$ cat config.mk
export PLATFORM = sky130hd
export DESIGN_NAME = line_reverser_top
export DESIGN_NICKNAME = d
export VERILOG_FILES = /design/src/lr_pkg.sv /design/src/line_reverser_top.sv /design/src/lr_ram.sv /design/src/lr_ctrl.sv /design/src/lr_dp.sv
export SDC_FILE = /design/constraint.sdc
export NUM_CORES = 1
export LEC_CHECK = 0
export ABC_AREA = 0
export ABC_CLOCK_PERIOD_IN_PS = 4000
export BUFFER_PORTS_ARGS = -buffer_cell sky130_fd_sc_hd__buf_2
export CAP_MARGIN = 15
export CORE_MARGIN = 2
export CORE_UTILIZATION = 44
export DETAILED_ROUTE_END_ITERATION = 10
export GPL_TIMING_DRIVEN = 1
export PLACE_DENSITY_LB_ADDON = 0.05
export SKIP_CTS_REPAIR_TIMING = 1
export SLEW_MARGIN = 25
export SYNTH_ARGS = -nofsm -noshare
export SYNTH_HDL_FRONTEND = slang
export SYNTH_SLANG_ARGS = --single-unit
$ cat constraint.sdc
create_clock -name clk -period 4 [get_ports clk]
set_input_delay 0.8 -clock clk [delete_from_list [all_inputs] [get_ports clk]]
set_output_delay 0.8 -clock clk [all_outputs]
set_load 0.05 [all_outputs]
$ cat src/lr_pkg.sv
// shared types and constants for the line reverser
// no dependencies; used by the top level, the controller, the datapath and the checker
package lr_pkg;

  localparam int LINE_LIMIT  = 64;
  localparam int STORE_DEPTH = LINE_LIMIT - 1;
  localparam int ADDR_W      = (STORE_DEPTH > 1) ? $clog2(STORE_DEPTH) : 1;
  localparam int CHAR_W      = 8;

  localparam logic [CHAR_W-1:0] NEWLINE_BYTE = 8'h0A;

  typedef struct packed {
    logic [CHAR_W-1:0] char_in;
    logic              end_of_input;
  } in_word_t;

  typedef struct packed {
    logic [CHAR_W-1:0] char_out;
    logic              last_of_run;
  } out_word_t;

  // controller to datapath
  typedef struct packed {
    logic wr_en;
    logic cnt_inc;
    logic cnt_clr;
    logic idx_ld_cur;
    logic idx_ld_dec;
    logic idx_dec;
    logic out_load;
    logic out_nl;
    logic out_last;
  } lr_cmd_t;

  // datapath to controller
  typedef struct packed {
    logic cnt_zero;
    logic cnt_last;
    logic idx_zero;
    logic out_free;
  } lr_status_t;

endpackage

$ cat src/line_reverser_top.sv
// line reverser: buffered character words are sent back reversed per line, or per
// chunk when the line store fills. each buffered word of a burst goes through a ram
// read, then an output load; a burst opened by a newline ends with a newline word.
// input stalls during a burst. synchronous active-low reset empties the line
// and the output register; the line store itself is not cleared.
module line_reverser_top (
  input  logic              clk,
  input  logic              rst_n,
  input  logic              in_valid,
  output logic              in_stall,
  input  lr_pkg::in_word_t  in_data,
  output logic              out_valid,
  input  logic              out_stall,
  output lr_pkg::out_word_t out_data
);

  lr_pkg::lr_cmd_t    cmd;
  lr_pkg::lr_status_t status;

  lr_ctrl u_ctrl (
    .clk     (clk),
    .rst_n   (rst_n),
    .in_valid(in_valid),
    .in_stall(in_stall),
    .in_data (in_data),
    .status  (status),
    .cmd     (cmd)
  );

  lr_dp u_dp (
    .clk      (clk),
    .rst_n    (rst_n),
    .in_data  (in_data),
    .cmd      (cmd),
    .status   (status),
    .out_valid(out_valid),
    .out_stall(out_stall),
    .out_data (out_data)
  );

endmodule

$ cat src/lr_ram.sv
// generic single-write, single-read ram with registered read data
// no dependencies
module lr_ram #(
  parameter  int WIDTH = 8,
  parameter  int DEPTH = 64,
  localparam int AW    = (DEPTH > 1) ? $clog2(DEPTH) : 1
) (
  input  logic             clk,
  input  logic             wr_en,
  input  logic [AW-1:0]    wr_addr,
  input  logic [WIDTH-1:0] wr_data,
  input  logic [AW-1:0]    rd_addr,
  output logic [WIDTH-1:0] rd_data
);

  logic [WIDTH-1:0] mem [DEPTH];

  always_ff @(posedge clk) begin
    if (wr_en) begin
      mem[wr_addr] <= wr_data;
    end
    rd_data <= mem[rd_addr];
  end

endmodule

$ cat src/lr_ctrl.sv
// controller state machine: classifies input words and sequences each burst
// depends on lr_pkg
module lr_ctrl (
  input  logic              clk,
  input  logic              rst_n,
  input  logic              in_valid,
  output logic              in_stall,
  input  lr_pkg::in_word_t  in_data,
  input  lr_pkg::lr_status_t status,
  output lr_pkg::lr_cmd_t   cmd
);

  typedef enum logic [3:0] {
    ST_IDLE = 4'b0001,
    ST_RD   = 4'b0010,
    ST_OUT  = 4'b0100,
    ST_NL   = 4'b1000
  } state_t;

  state_t state_r, state_nxt;
  logic   nl_pend_r, nl_pend_nxt;
  logic   accept;
  logic   is_nl;

  assign in_stall = (state_r != ST_IDLE);
  assign accept   = in_valid && !in_stall;
  assign is_nl    = (in_data.char_in == lr_pkg::NEWLINE_BYTE);

  always_comb begin
    state_nxt   = state_r;
    nl_pend_nxt = nl_pend_r;
    cmd         = '0;
    unique case (state_r)
      ST_IDLE: begin
        if (accept) begin
          priority if (in_data.end_of_input) begin
            if (!status.cnt_zero) begin
              cmd.idx_ld_dec = 1'b1;
              cmd.cnt_clr    = 1'b1;
              nl_pend_nxt    = 1'b0;
              state_nxt      = ST_RD;
            end
          end else if (is_nl) begin
            cmd.cnt_clr = 1'b1;
            nl_pend_nxt = 1'b1;
            if (status.cnt_zero) begin
              state_nxt = ST_NL;
            end else begin
              cmd.idx_ld_dec = 1'b1;
              state_nxt      = ST_RD;
            end
          end else begin
            cmd.wr_en = 1'b1;
            if (status.cnt_last) begin
              // buffer full: release the chunk including this character
              cmd.idx_ld_cur = 1'b1;
              cmd.cnt_clr    = 1'b1;
              nl_pend_nxt    = 1'b0;
              state_nxt      = ST_RD;
            end else begin
              cmd.cnt_inc = 1'b1;
            end
          end
        end
      end
      ST_RD: begin
        // read address presented this cycle, data valid next
        state_nxt = ST_OUT;
      end
      ST_OUT: begin
        if (status.out_free) begin
          cmd.out_load = 1'b1;
          cmd.out_last = status.idx_zero && !nl_pend_r;
          if (status.idx_zero) begin
            state_nxt = nl_pend_r ? ST_NL : ST_IDLE;
          end else begin
            cmd.idx_dec = 1'b1;
            state_nxt   = ST_RD;
          end
        end
      end
      ST_NL: begin
        if (status.out_free) begin
          cmd.out_load = 1'b1;
          cmd.out_nl   = 1'b1;
          cmd.out_last = 1'b1;
          state_nxt    = ST_IDLE;
        end
      end
      default: state_nxt = ST_IDLE;
    endcase
  end

  always_ff @(posedge clk) begin
    if (!rst_n) begin
      state_r   <= ST_IDLE;
      nl_pend_r <= 1'b0;
    end else begin
      state_r   <= state_nxt;
      nl_pend_r <= nl_pend_nxt;
    end
  end

endmodule

$ cat src/lr_dp.sv
// datapath: line store, fill count, read index and output register
// depends on lr_pkg and lr_ram
module lr_dp (
  input  logic               clk,
  input  logic               rst_n,
  input  lr_pkg::in_word_t   in_data,
  input  lr_pkg::lr_cmd_t    cmd,
  output lr_pkg::lr_status_t status,
  output logic               out_valid,
  input  logic               out_stall,
  output lr_pkg::out_word_t  out_data
);

  logic [lr_pkg::ADDR_W-1:0] cnt_r, cnt_nxt;
  logic [lr_pkg::ADDR_W-1:0] idx_r, idx_nxt;
  logic [lr_pkg::CHAR_W-1:0] rd_data;
  logic                      out_valid_r, out_valid_nxt;
  lr_pkg::out_word_t         out_data_r, out_data_nxt;

  lr_ram #(
    .WIDTH(lr_pkg::CHAR_W),
    .DEPTH(lr_pkg::STORE_DEPTH)
  ) u_ram (
    .clk    (clk),
    .wr_en  (cmd.wr_en),
    .wr_addr(cnt_r),
    .wr_data(in_data.char_in),
    .rd_addr(idx_r),
    .rd_data(rd_data)
  );

  always_comb begin
    cnt_nxt = cnt_r;
    if (cmd.cnt_clr) begin
      cnt_nxt = '0;
    end else if (cmd.cnt_inc) begin
      cnt_nxt = cnt_r + 1'b1;
    end
  end

  always_comb begin
    idx_nxt = idx_r;
    priority if (cmd.idx_ld_cur) begin
      idx_nxt = cnt_r;
    end else if (cmd.idx_ld_dec) begin
      idx_nxt = cnt_r - 1'b1;
    end else if (cmd.idx_dec) begin
      idx_nxt = idx_r - 1'b1;
    end
  end

  always_comb begin
    out_data_nxt  = out_data_r;
    out_valid_nxt = out_valid_r && out_stall;
    if (cmd.out_load) begin
      out_valid_nxt         = 1'b1;
      out_data_nxt.char_out = cmd.out_nl ? lr_pkg::NEWLINE_BYTE : rd_data;
      out_data_nxt.last_of_run = cmd.out_last;
    end
  end

  assign status.cnt_zero = (cnt_r == '0);
  assign status.cnt_last = (cnt_r == lr_pkg::ADDR_W'(lr_pkg::STORE_DEPTH - 1));
  assign status.idx_zero = (idx_r == '0);
  assign status.out_free = !out_valid_r || !out_stall;

  assign out_valid = out_valid_r;
  assign out_data  = out_data_r;

  always_ff @(posedge clk) begin
    if (!rst_n) begin
      cnt_r       <= '0;
      out_valid_r <= 1'b0;
    end else begin
      cnt_r       <= cnt_nxt;
      out_valid_r <= out_valid_nxt;
    end
  end

  always_ff @(posedge clk) begin
    idx_r      <= idx_nxt;
    out_data_r <= out_data_nxt;
  end

endmodule

-- Word level (Yosys, flattened, before mapping)
Memories as Yosys holds them, arrays and structs flattened. A register that Yosys moved wholly into a read port is not among the register bits.
Index checks and enable logic that the tools add are counted.
- bits in registers: 27
- memory bits (writable): 504
- input bits: 13
- output and inout port bits: 11
- memories kept: 1
- add/sub/neg operators: 3
- equal/unequal tests: 13
- muxes and demuxes: 42
- bitwise logic cells: 1
- reductions and logical operators: 15
- memory list (memory ; depth ; bits a word ; rd ports ; clocked after memory_dff ; write ports ; RTL line ; source):
    u_dp.u_ram.mem ; 63 ; 8 ; 1 ; 1 ; 1 ; lr_ram.sv:16 ; logic [WIDTH-1:0] mem [DEPTH];
- operators with widths (cell ; number):
    $mux W4 ; 10
    $mux W1 ; 19
    $mux W6 ; 3
    $pmux W4 S4 ; 1
    $logic_not A6 Y1 ; 2
    $sub A6 B1 Y6 const B ; 2
    $mux W5 ; 2
    $eq A8 B4 Y1 const B ; 1
    $mux W2 ; 4
    $add A6 B1 Y6 const B ; 1
    $eq A6 B6 Y1 const B ; 1
    $ne A2 B2 Y1 const B ; 3
    $reduce_bool A3 Y1 ; 2
    $reduce_and A5 Y1 ; 1
    $eq A4 B1 Y1 const B ; 1
    $eq A4 B2 Y1 const B ; 1
    $eq A4 B3 Y1 const B ; 1
    $eq A4 B4 Y1 const B ; 1
    $logic_not A1 Y1 ; 4
    $ne A4 B1 Y1 const B ; 1
    $ne A4 B3 Y1 const B ; 1
    $pmux W1 S2 ; 2
    $reduce_and A4 Y1 ; 1
    $logic_and A1 B1 Y1 ; 3
    other kinds (6) ; 6

-- Longest topological paths before layout
Gate-level depths: netlist of the first run.
- word-level depth: 8
- gate-level depth with buffers: 12
- gate-level depth less buffers: 11

-- Hierarchy
From an unflattened synthesis of the first run, not the netlist that was laid out.
- cell total of the unflattened synthesis: 1117
- area total of the unflattened synthesis: 21461.8 um^2
- modules (own cells, without submodules) (module ; instances ; cells each ; area an instance (um^2) ; sequential area each (um^2)):
    lr_ram ; 1 ; 949 ; 19806.5 ; 15294.7
    lr_dp ; 1 ; 105 ; 1139.8 ; 590.6
    lr_ctrl ; 1 ; 63 ; 515.5 ; 100.1

-- Worst setup path after synthesis of the first run
OpenSTA, ideal clock, no wires.
- path type: input to register
- from: input in_data[2] (netlist name)
- to: memory u_dp.u_ram.mem[56][0], enable pin
- arrival time: 2.217 ns
- path slack: 1.412 ns
- cell stages on the path: 5
- buffers on the path: 0
- path through: nor4b_4 > a2111oi_4 > and2_1 > nand3_1 > nor2_1
- cells in the longest elaborated chain, start to end: 7
- ends and longest elaborated chain (what ; RTL line ; source):
    start: declaration ; line_reverser_top.sv:11 ; input lr_pkg::in_word_t in_data,
    $eq A8 B4 Y1 ; lr_ctrl.sv:27 ; assign is_nl = (in_data.char_in == lr_pkg::NEWLINE_BYTE);
    $mux W2 ; lr_ctrl.sv:43 ; end else if (is_nl) begin
    $mux W2 ; lr_ctrl.sv:36 ; priority if (in_data.end_of_input) begin
    $mux W5 ; lr_ctrl.sv:35 ; if (accept) begin
    $mux W5 ; lr_ctrl.sv:33 ; unique case (state_r)
    $mux W1 ; lr_ram.sv:19 ; if (wr_en) begin
    $mux W1 (not written as such) ; lr_ram.sv:20 ; mem[wr_addr] <= wr_data;
    end: declaration ; lr_ram.sv:16 ;
Every way passes these cells.

-- Worst setup path after layout of the first run
- from: register u_ctrl.state_r[0]
- to: memory u_dp.u_ram.mem[30][7], enable pin
- cells in the longest elaborated chain, start to end: 7
- elaborated cells between the ends (all ways): 8
- ends and longest elaborated chain (what ; RTL line ; source):
    start: declaration ; lr_ctrl.sv:20 ; state_t state_r, state_nxt;
    start signal: assignment ; lr_ctrl.sv:99 ; state_r <= state_nxt;
    $ne A4 B1 Y1 ; lr_ctrl.sv:25 ; assign in_stall = (state_r != ST_IDLE);
    $logic_not A1 Y1 ; lr_ctrl.sv:26 ; assign accept = in_valid && !in_stall;
    $logic_and A1 B1 Y1 ; lr_ctrl.sv:26 ;
    $mux W5 ; lr_ctrl.sv:35 ;
    $mux W5 * ; lr_ctrl.sv:33 ;
    $mux W1 * ; lr_ram.sv:19 ;
    $mux W1 (not written as such) * ; lr_ram.sv:20 ;
Mark *: on every way between the ends. The rest lies on a longest branch, timed or not.

==> results of run 1 <==
## area by class of cell
| class | instances | area [um^2] | share of cell area (%) |
|---|---|---|---|
| repair buffers | 81 | 588 | 2.42 |
| flip-flops and latches | 539 | 16000 | 65.7 |
| clock buffers | 75 | 1590 | 6.52 |
| multi-input cells | 514 | 5110 | 21.0 |
| clock inverters | 28 | 235 | 0.967 |
| inverters | 15 | 56.3 | 0.231 |
| well taps | 615 | 769 | 3.16 |
## layer usage
layer | vias to the layer above | routed length, um | global-route usage (%)
met2 | 342 | 24800 | 33.2
met5 | - | 0 | 0
li1 | 4754 | - | -
met1 | 5737 | 24400 | 32.5
met4 | 0 | 1020 | 5.06
met3 | 73 | 3440 | 4.17
## cell families after synthesis
logic type / after synthesis / share of synthesized area [%]
adder cells (fa/ha/maj): 4 / 0.233
flip-flops: 539 / 74.4
AO/OA/AOI/OAI: 107 / 3.54
buffers and inverters: 76 / 1.76
multiplexers: 157 / 14.2
XOR/XNOR: 10 / 0.408
AND/OR/NAND/NOR: 236 / 5.40
## critical path, cell delays in order (launching register included)
cell       delay (ns)
dfxtp_1          0.55
nor4b_4          0.40
inv_2            0.16
a2111oi_4        0.39
and2_1           0.28
nand2_1          0.23
nor2_1           0.70
## power breakdown
part	total (mW)	internal, mW	switching (mW)
logic	0.919	0.302	0.616
clock network	5.15	3.03	2.13
registers	6.32	6.25	0.0673
total	12.4	9.58	2.81
## cell usage after synthesis, drive strengths merged (3+ instances only)
cell | n | share of area, %
a2111oi | 4 | 0.28
a211oi | 8 | 0.28
a21oi | 21 | 0.49
a221oi | 5 | 0.20
a22oi | 3 | 0.10
a311o | 4 | 0.19
a31oi | 5 | 0.15
and2 | 12 | 0.35
and3 | 6 | 0.17
buf | 33 | 1.0
clkbuf | 28 | 0.49
dfxtp | 20 | 1.9
edfxtp | 519 | 73
ha | 4 | 0.23
inv | 13 | 0.23
mux2 | 8 | 0.42
mux2i | 31 | 1.4
mux4 | 118 | 12
nand2 | 46 | 0.80
nand2b | 11 | 0.32
nand3 | 26 | 0.61
nand4 | 3 | 0.087
nor2 | 87 | 1.5
nor2b | 10 | 0.29
nor3 | 16 | 0.40
nor4b | 3 | 0.33
o211ai | 5 | 0.17
o21ai | 23 | 0.54
o221ai | 7 | 0.29
o22ai | 6 | 0.17
or3 | 6 | 0.17
xnor2 | 6 | 0.24
xor2 | 4 | 0.16
## worst paths after layout
check | cells after the start | startpoint | slack, ns | end
setup / recovery | 6 | u_ctrl.state_r[0] | 0.91 | u_dp.u_ram.mem[30][7]
hold reg to reg | 1 | u_dp.u_ram.rd_data[3] | 0.48 | u_dp.out_data[4]
setup reg to reg | 6 | u_ctrl.state_r[0] | 0.91 | u_dp.u_ram.mem[30][7]
hold / removal | 1 | u_dp.u_ram.rd_data[3] | 0.48 | u_dp.out_data[4]
## state kept, by name (all words and copies together), names as in the netlist
register and count:
u_ctrl.nl_pend_r 1, u_ctrl.state_r 4, u_dp.cnt_r 6, u_dp.idx_r 6, u_dp.out_data 9, u_dp.out_valid 1
u_dp.u_ram.mem 504, u_dp.u_ram.rd_data 8
## metrics by stage
stage          hold slack, ns  instance area [um^2]  instances  setup WS, ns  total power [mW]
2_1_floorplan           0.463                 21500       1129          1.41              6.99
3_3_place_gp            0.476                 22500       1764         0.774              7.36
3_5_place_dp            0.475                 22500       1764         0.701              7.36
4_1_cts                 0.481                 24300       1867         0.935              12.5
5_1_grt                 0.511                 24300       1867         0.731              12.8
6_report                0.478                 24300       1867         0.907              12.4
==> impl_results.md, run 1 <==
- Status: finished clean
- CTS tree: done
- Root buffer cell: clkbuf_16
- Leakage: 7.77 nW
- Clock Skew: 0.0205 ns
- Initial DRC Count: 939
- Synthesized area per cell: 19.0 um^2
- Number of global-route vias before repair: 10900
- Initial antenna violation count: 0
- Crit Path Max Fanout: 12
- Final Hold Violating Endpoints: 0
- Worst endpoint required time: 4.23 ns
- Worst IR Drop VDD: 0.313 mV
- Clock tree buffer depth: 3
- Global Route Usage Sum: 21.7%
- Worst-Margin Slew: 0.950 ns
- Post-layout nets: 1225
- Clock sinks: 539
- Pin count of the biggest net entering global routing: 64
- Total length of routed wires: 53700 um
- Die H: 225 um
- Setup violations, final: 0
- Vias per inst: 5.84
- Rel. slew slack: 36.7%
- Wire length per cell: 28.7 um
- Register area share after synthesis: 74.4%
- Seq cells post-synth: 539
- Post-layout util: 50.8%
- Antenna cells: 0
- Power per Cell Area: 509 mW/mm^2
- Max Fclk: 323 MHz
- Starting Density: 44.8%
- Yosys warns: 0
- CTS clk-pin slew, worst paths: 0.06 ns
- Most used cells in the layout excluding fill and tap cells: 519 x edfxtp_1, 118 x mux4_2, 87 x nor2_1
- Main synth FF type: edfxtp_1
- RSZ-0062 raised after global routing: no
- Level count of the clock H-tree: 2
- EDFF count, synth: 519
- Die span in x: 225 um
- TritonCTS Buffers: 57
- Vias: 10900
- Die area: 0.0506 mm^2
- Hold Crit Class: reg -> reg
- Layout cells sized above 1: 23.9%
- Post-Syn Nets: 1146
- CP endpoint kind: flip-flop
- Final worst-path cycle share: 77.3%
- Crit start category: flip-flop
- Skew-Pair Late Insertion Delay: 0.61 ns
- GPL Wtd Cong: 0.836
- FFs w/ async S/R, synth: 0%
- Post-DRT Antenna Nets: 0
- Commonest non-fill, non-tap cell in the layout: edfxtp_1
- Row count: 80
- # IOs: 24
- Dpl hpwl: 33100 um
- Core footprint: 0.0479 mm^2
- Synth Cell Area: 0.0215 mm^2
- Crit path DAT: 3.32 ns
- Max Cap Violations: 0
- First-pass DRT Iterations: 5
- Residual DRC: 0
- Gr ovfl total: 0
- Synth-to-layout area growth: 13.3%
- Min cycle time layout: 3.09 ns
- Unique masters post-synth: 62
- Critical path class: reg -> reg
- Port Buffers: 23
- Setup TNS: 0 ns
- # fillers: 3874
- Cells after synthesis: 1129
- Global-route wire length before repair: 77800 um
- Slew Limit Fails: 0
(Power assumes the default switching activity.)
==> run 2: changes to the inputs <==
--- a/config.mk
+++ b/config.mk
@@ -6,7 +6,7 @@
 export NUM_CORES = 1
 export LEC_CHECK = 0
 export ABC_AREA = 0
-export ABC_CLOCK_PERIOD_IN_PS = 4000
+export ABC_CLOCK_PERIOD_IN_PS = 3200
 export BUFFER_PORTS_ARGS = -buffer_cell sky130_fd_sc_hd__buf_2
 export CAP_MARGIN = 15
 export CORE_MARGIN = 2
==> constraint.sdc (replaced) <==
create_clock -name clk -period 3.2 [get_ports clk]
set_input_delay 0.64 -clock clk [delete_from_list [all_inputs] [get_ports clk]]
set_output_delay 0.64 -clock clk [all_outputs]
set_load 0.05 [all_outputs]
==> run 2 against run 1 <==
Compared with the run above:
- via count grew 1.6%
- maximum frequency grew 12%
- die area is the same
- sequential power grew 25%
- clock skew grew 0.013 ns
- count of clock-buffer cells in the layout grew 2
- total power grew 26%
- critical path depth grew 1
- sequential share of layout area shrank 0.70 points
- critical path type unchanged
- largest cell class unchanged
- largest power group unchanged
==> impl_results.md, run 2 (same netlist as run 1, synthesis figures left out) <==
- Hold Path Depth: 3 (+2)
- Post-DRT Antenna Nets: 0 (unchanged)
- Die span in x: 225 um (unchanged)
- Largest Register: u_dp.u_ram.mem
- Hold Crit Class: in -> reg
- Wire length per cell: 28.8 um (+0.19%)
- Status: finished clean
- Flop pwr share: 50.6% (-0.4 points)
- Sw Ratio: 22.8% (+0.13 points)
- Most used cells in the layout excluding fill and tap cells: 519 x edfxtp_1, 118 x mux4_2, 87 x nor2_1
- Pin count of the biggest net entering global routing: 64 (unchanged)
- RSZ-0062 raised after global routing: no
- Global-route wire length before repair: 79700 um (+2.4%)
- Power per Cell Area: 632 mW/mm^2 (+24%)
- Initial antenna violation count: 0 (unchanged)
- Synth-to-layout area growth: 14.5%
- CP max stage cell: mux4_2
- DR top layer: met4
- TritonCTS Buffers: 56 (-1.8%)
- Register cell area after layout: 0.0160 mm^2 (unchanged)
- Gate power share: 8.1% (+0.7 points)
- CTS tree: done
- Setup violations, final: 0 (unchanged)
- Crit start category: flip-flop
- Min cycle time layout: 2.77 ns (-0.324 ns)
- Power Total: 15.6 mW (+26%)
- CP max stage delay: 0.62 ns (-0.08 ns)
- Max Fclk: 361 MHz (+12%)
- Critical path class: reg -> reg
- Int Power: 12.0 mW (+25%)
- Row count: 80 (unchanged)
- Port Buffers: 23 (unchanged)
- Multi-input gate area: 0.00511 mm^2 (unchanged)
- Rel. slew slack: 42.9% (+6.3 points)
- R2r startpoint: u_dp.idx_r[2]
- Max reg flops: 504 (unchanged)
- Starting Density: 44.8% (unchanged)
- Vias: 11100 (+1.6%)
- Final worst-path cycle share: 86.5% (+9.2 points)
- Crit path DAT: 3.18 ns (-0.14 ns)
- Final Hold Violating Endpoints: 0 (unchanged)
- Setup crit start: u_dp.idx_r[2]
- Vias per inst: 5.83 (-0.12%)
- Total length of routed wires: 54700 um (+1.9%)
- First-pass DRT Iterations: 7 (+2)
- Clock Skew: 0.0336 ns (+0.0130 ns)
- Worst endpoint required time: 3.61 ns (-0.62 ns)
- Hold Startpoint: rst_n
- Power share of the clock group: 41.3% (-0.3 points)
- Reg2reg path depth: 7 (+1)
- Post-layout nets: 1254 (+2.4%)
- Commonest non-fill, non-tap cell in the layout: edfxtp_1
- Net Sw Power: 3.55 mW (+26%)
- Max Cap Violations: 0 (unchanged)
- Initial DRC Count: 1049 (+12%)
- # fillers: 3825 (-1.3%)
- GPL Wtd Cong: 0.838 (+0.25%)
- Slew Limit Fails: 0 (unchanged)
- Hold path endpoint: u_ctrl.state_r[2]
- Residual DRC: 0 (unchanged)
- Worst IR Drop VDD: 0.405 mV (+29%)
- Dpl hpwl: 33800 um (+2.0%)
- Leakage: 7.92 nW (+2.0%)
- Ordered cell list for the critical path: buf_12 > mux4_2 > a221oi_1 > o21ai_0 > nor3_1 > buf_4 > a31oi_1
- Level count of the clock H-tree: 2 (unchanged)
- Die H: 225 um (unchanged)
- Worst-Margin Slew: 0.856 ns (-0.0939 ns)
- Layout cells sized above 1: 25.5% (+1.6 points)
- Reg-to-reg endpoint: u_dp.u_ram.rd_data[1]
- Core footprint: 0.0479 mm^2 (unchanged)
- Reg-to-reg slack, setup: 0.43 ns (-0.48 ns)
- Global Route Usage Sum: 22.2% (+0.51 points)
- Die area: 0.0506 mm^2 (unchanged)
- Number of global-route vias before repair: 11100 (+1.7%)
- Clock tree buffer depth: 3 (unchanged)
- Met3 Wirelength: 3560 um (+3.4%)
- Crit Path Max Fanout: 45 (+33)
- Clock sinks: 539 (unchanged)
- Metal-1 WL: 25000 um (+2.8%)
- Root buffer cell: clkbuf_16
- CP endpoint kind: flip-flop
- Skew-Pair Late Insertion Delay: 0.62 ns (about the same)
- Antenna cells: 0 (unchanged)
- Gr ovfl total: 0 (unchanged)
- CTS clk-pin slew, worst paths: 0.06 ns (about the same)
- # IOs: 24 (unchanged)
- Setup TNS: 0 ns (unchanged)
- Met2 WL: 24800 um (about the same)
-- run 2: stage by stage --
| step | std cells | cell area [um^2] | hold WS (ns) | setup WS (ns) | utilization [%] |
|---|---|---|---|---|---|
| floorplan | 1129 | 21500 | 0.463 | 0.637 | - |
| global placement | 1794 | 22800 | 0.475 | 0.262 | 47.5 |
| detailed placement | 1794 | 22800 | 0.473 | 0.252 | 47.5 |
| CTS | 1899 | 24600 | 0.353 | 0.459 | 51.3 |
| global route | 1899 | 24600 | 0.378 | 0.254 | 51.3 |
| finish | 1899 | 24600 | 0.393 | 0.432 | 51.3 |
-- run 2: how the worst max path moves through the flow --
stage | to | slack, ns | depth (start not counted)
after floorplan | u_dp.u_ram.mem[56][0] | 0.64 | 7
after global placement | u_dp.u_ram.mem[16][7] | 0.26 | 7
after detailed placement | u_dp.u_ram.mem[18][3] | 0.25 | 7
after CTS | u_dp.u_ram.rd_data[6] | 0.46 | 6
after global routing | u_dp.u_ram.rd_data[1] | 0.25 | 7
final | u_dp.u_ram.rd_data[1] | 0.43 | 7
-- run 2: power groups by stage --
stage / combinational (mW) / clock (mW) / sequential [mW]
after floorplan: 0.719 / 0 / 8.02
after global placement: 1.26 / 0 / 8.02
after detailed placement: 1.27 / 0 / 8.02
after CTS: 1.27 / 6.55 / 7.87
after global routing: 1.36 / 6.81 / 7.88
final: 1.27 / 6.42 / 7.87
-- run 2: cell type report --
type                    count  share of cell area (%)
clock buffers              77                    6.27
clock inverters            28                    1.09
inverters                  15                   0.229
multi-input cells         514                    20.8
flip-flops and latches    539                    65.0
well taps                 615                    3.13
repair buffers            111                    3.51
-- run 2: critical path, delay by kind of cell (launching register included) --
family	cells	cell delay, ns
AO/OA/AOI/OAI	3	0.61
buffers and inverters	2	0.46
flip-flops	1	0.47
AND/OR/NAND/NOR	1	0.29
multiplexers	1	0.62
-- run 2: routing by layer --
layer / global-route usage [%] / vias up
li1: - / 4805
met1: 33.8 / 5827
met2: 33.2 / 363
met3: 4.24 / 85
met4: 5.87 / 0
met5: 0 / -
==> run 3: changes to the inputs <==
--- a/config.mk
+++ b/config.mk
@@ -10,7 +10,7 @@
 export BUFFER_PORTS_ARGS = -buffer_cell sky130_fd_sc_hd__buf_2
 export CAP_MARGIN = 15
 export CORE_MARGIN = 2
-export CORE_UTILIZATION = 44
+export CORE_UTILIZATION = 45
 export DETAILED_ROUTE_END_ITERATION = 10
 export GPL_TIMING_DRIVEN = 1
 export PLACE_DENSITY_LB_ADDON = 0.05
==> run 3 against run 2 <==
Compared with the run above:
- wire length down 0.67%
- global-route usage up 0.20 points
- largest power group unchanged
- via count up 0.69%
- clock power down 5.5%
- sequential power about the same
- worst hold slack worse by 0.030 ns
- critical path type unchanged
- cell count about the same
- die area down 2.2%
- cell area down 0.29%
==> impl_results.md, run 3 (same netlist as run 1, synthesis figures left out) <==
- Buffers & Inverters on Critical Path: 2 (unchanged)
- Min setup slack post-route: 0.195 ns (-0.237 ns)
- Setup violations, final: 0 (unchanged)
- Clock Skew: 0.0179 ns (-0.0157 ns)
- Wire length per cell: 28.6 um (-0.72%)
- Critical path class: reg -> reg
- Hold WS: 0.363 ns (-0.0303 ns)
- Pin count of the biggest net entering global routing: 64 (unchanged)
- Initial DRC Count: 1044 (-0.48%)
- Clock tree buffer depth: 3 (unchanged)
- Most used cells in the layout excluding fill and tap cells: 519 x edfxtp_1, 118 x mux4_2, 87 x nor2_1
- Initial antenna violation count: 0 (unchanged)
- Die area: 0.0495 mm^2 (-2.2%)
- CTS clk-pin slew, worst paths: 0.06 ns (about the same)
- Worst endpoint required time: 3.68 ns (+0.07 ns)
- Register cell area after layout: 0.0160 mm^2 (unchanged)
- CP endpoint kind: flip-flop
- Max reg flops: 504 (unchanged)
- Total length of routed wires: 54300 um (-0.67%)
- Skew-Pair Late Insertion Delay: 0.61 ns (about the same)
- Clock sinks: 539 (unchanged)
- Leakage: 7.89 nW (-0.44%)
- Hold Crit Class: in -> reg
- # IOs: 24 (unchanged)
- Dpl hpwl: 34400 um (+1.6%)
- CP max stage delay: 0.61 ns (about the same)
- Worst-Margin Slew: 0.891 ns (+0.0352 ns)
- Top delay family on crit path: multiplexers
- Post-layout nets: 1257 (+0.24%)
- Root buffer cell: clkbuf_16
- CP max stage cell: a2111oi_0
- Max Fclk: 333 MHz (-7.9%)
- Post-layout util: 51.7% (+0.39 points)
- Vias per inst: 5.87 (+0.64%)
- TritonCTS Buffers: 55 (-1.8%)
- Crit path DAT: 3.48 ns (+0.30 ns)
- First-pass DRT Iterations: 5 (-2)
- Level count of the clock H-tree: 2 (unchanged)
- Die H: 222 um (-1.1%)
- Final Hold Violating Endpoints: 0 (unchanged)
- Worst IR Drop VDD: 0.396 mV (-2.1%)
- Starting Density: 45.3% (+0.47 points)
- Power Total: 15.2 mW (-2.4%)
- Layout cells sized above 1: 25.7% (+0.23 points)
- RSZ-0062 raised after global routing: no
- Rel. slew slack: 40.6% (-2.3 points)
- Crit Path Max Fanout: 17 (-62%)
- Commonest non-fill, non-tap cell in the layout: edfxtp_1
- Row count: 80 (unchanged)
- # fillers: 3863 (+0.99%)
- Setup TNS: 0 ns (unchanged)
- Status: finished clean
- Die span in x: 222 um (-1.1%)
- Largest Register: u_dp.u_ram.mem
- Worst slack at placement: 0.158 ns (-0.0935 ns)
- Multi-input gate area: 0.00511 mm^2 (unchanged)
- CTS tree: done
- Global-route wire length before repair: 79200 um (-0.62%)
- Max Cap Violations: 0 (unchanged)
- Slew Limit Fails: 0 (unchanged)
- Crit start category: flip-flop
- Ordered cell list for the critical path: buf_12 > mux4_2 > mux4_2 > a2111oi_0 > buf_4 > and4b_1
- Synth-to-layout area growth: 14.2%
- GPL Wtd Cong: 0.847 (+1.1%)
- Vias: 11200 (+0.69%)
- Power per Cell Area: 619 mW/mm^2 (-2.1%)
- Core footprint: 0.0474 mm^2 (-1.0%)
- Port Buffers: 23 (unchanged)
- Final worst-path cycle share: 93.9% (+7.4 points)
- Min cycle time layout: 3.01 ns (+0.237 ns)
- Residual DRC: 0 (unchanged)
- Most frequent CP cell: mux4_2
- Number of global-route vias before repair: 11300 (+2.2%)
- Global Route Usage Sum: 22.4% (+0.20 points)
- Gr ovfl total: 0 (unchanged)
- Post-DRT Antenna Nets: 0 (unchanged)
[run 3: cell count changes in the layout (fill, tap and decap cells not counted)]
| cell | change |
|---|---|
| buf_12 | +1 |
| clkinv_2 | +2 |
| clkbuf_16 | -1 |
| clkinvlp_4 | +1 |
| diode_2 | +1 |
| clkinv_4 | +1 |
| clkinv_1 | -3 |
| bufinv_16 | -3 |
| clkinv_8 | -1 |
| buf_4 | +3 |
[run 3: worst paths after layout]
check | cells past startpoint | to | slack [ns] | from
max reg2reg | 6 | u_dp.u_ram.rd_data[6] | 0.19 | u_dp.idx_r[0]
min | 3 | u_ctrl.state_r[2] | 0.36 | rst_n
min reg2reg | 1 | u_dp.out_data[2] | 0.51 | u_dp.u_ram.rd_data[1]
max | 6 | u_dp.u_ram.rd_data[6] | 0.19 | u_dp.idx_r[0]
[run 3: report_power, final]
| part | leakage (nW) | internal (mW) | switching [mW] | total [mW] |
|---|---|---|---|---|
| Clock | 0.836 | 3.46 | 2.61 | 6.07 |
| Sequential | 4.83 | 7.82 | 0.0527 | 7.87 |
| Combinational | 2.22 | 0.420 | 0.827 | 1.25 |
| Total | 7.89 | 11.7 | 3.49 | 15.2 |
[run 3: cell type report]
cell class | count | area share, %
Sequential cell | 539 | 65.2
Antenna cell | 1 | 0.0102
Inverter | 15 | 0.230
Tap cell | 615 | 3.14
Clock buffer | 76 | 6.19
Clock inverter | 25 | 0.724
Multi-Input combinational cell | 514 | 20.9
Timing Repair Buffer | 115 | 3.69
[run 3: worst reg2reg max path, cell delays in order (launching register included)]
cell and delay (ns):
edfxtp_1 0.46, buf_12 0.23, mux4_2 0.61, mux4_2 0.52, a2111oi_0 0.61, buf_4 0.23, and4b_1 0.24
[run 3: through the flow]
stage                     std cells  instance area (um^2)
after floorplan                1129                 21500
after global placement         1798                 22800
after detailed placement       1798                 22800
after CTS                      1899                 24500
after global routing           1899                 24500
final                          1900                 24500
[run 3: per-layer routing]
layer,up-vias,global-route usage (%),routed length (um)
met3,77,3.83,2920
met2,356,34.4,25200
met5,-,0,0
met1,5894,33.5,24700
li1,4830,-,-
met4,0,6.45,1430
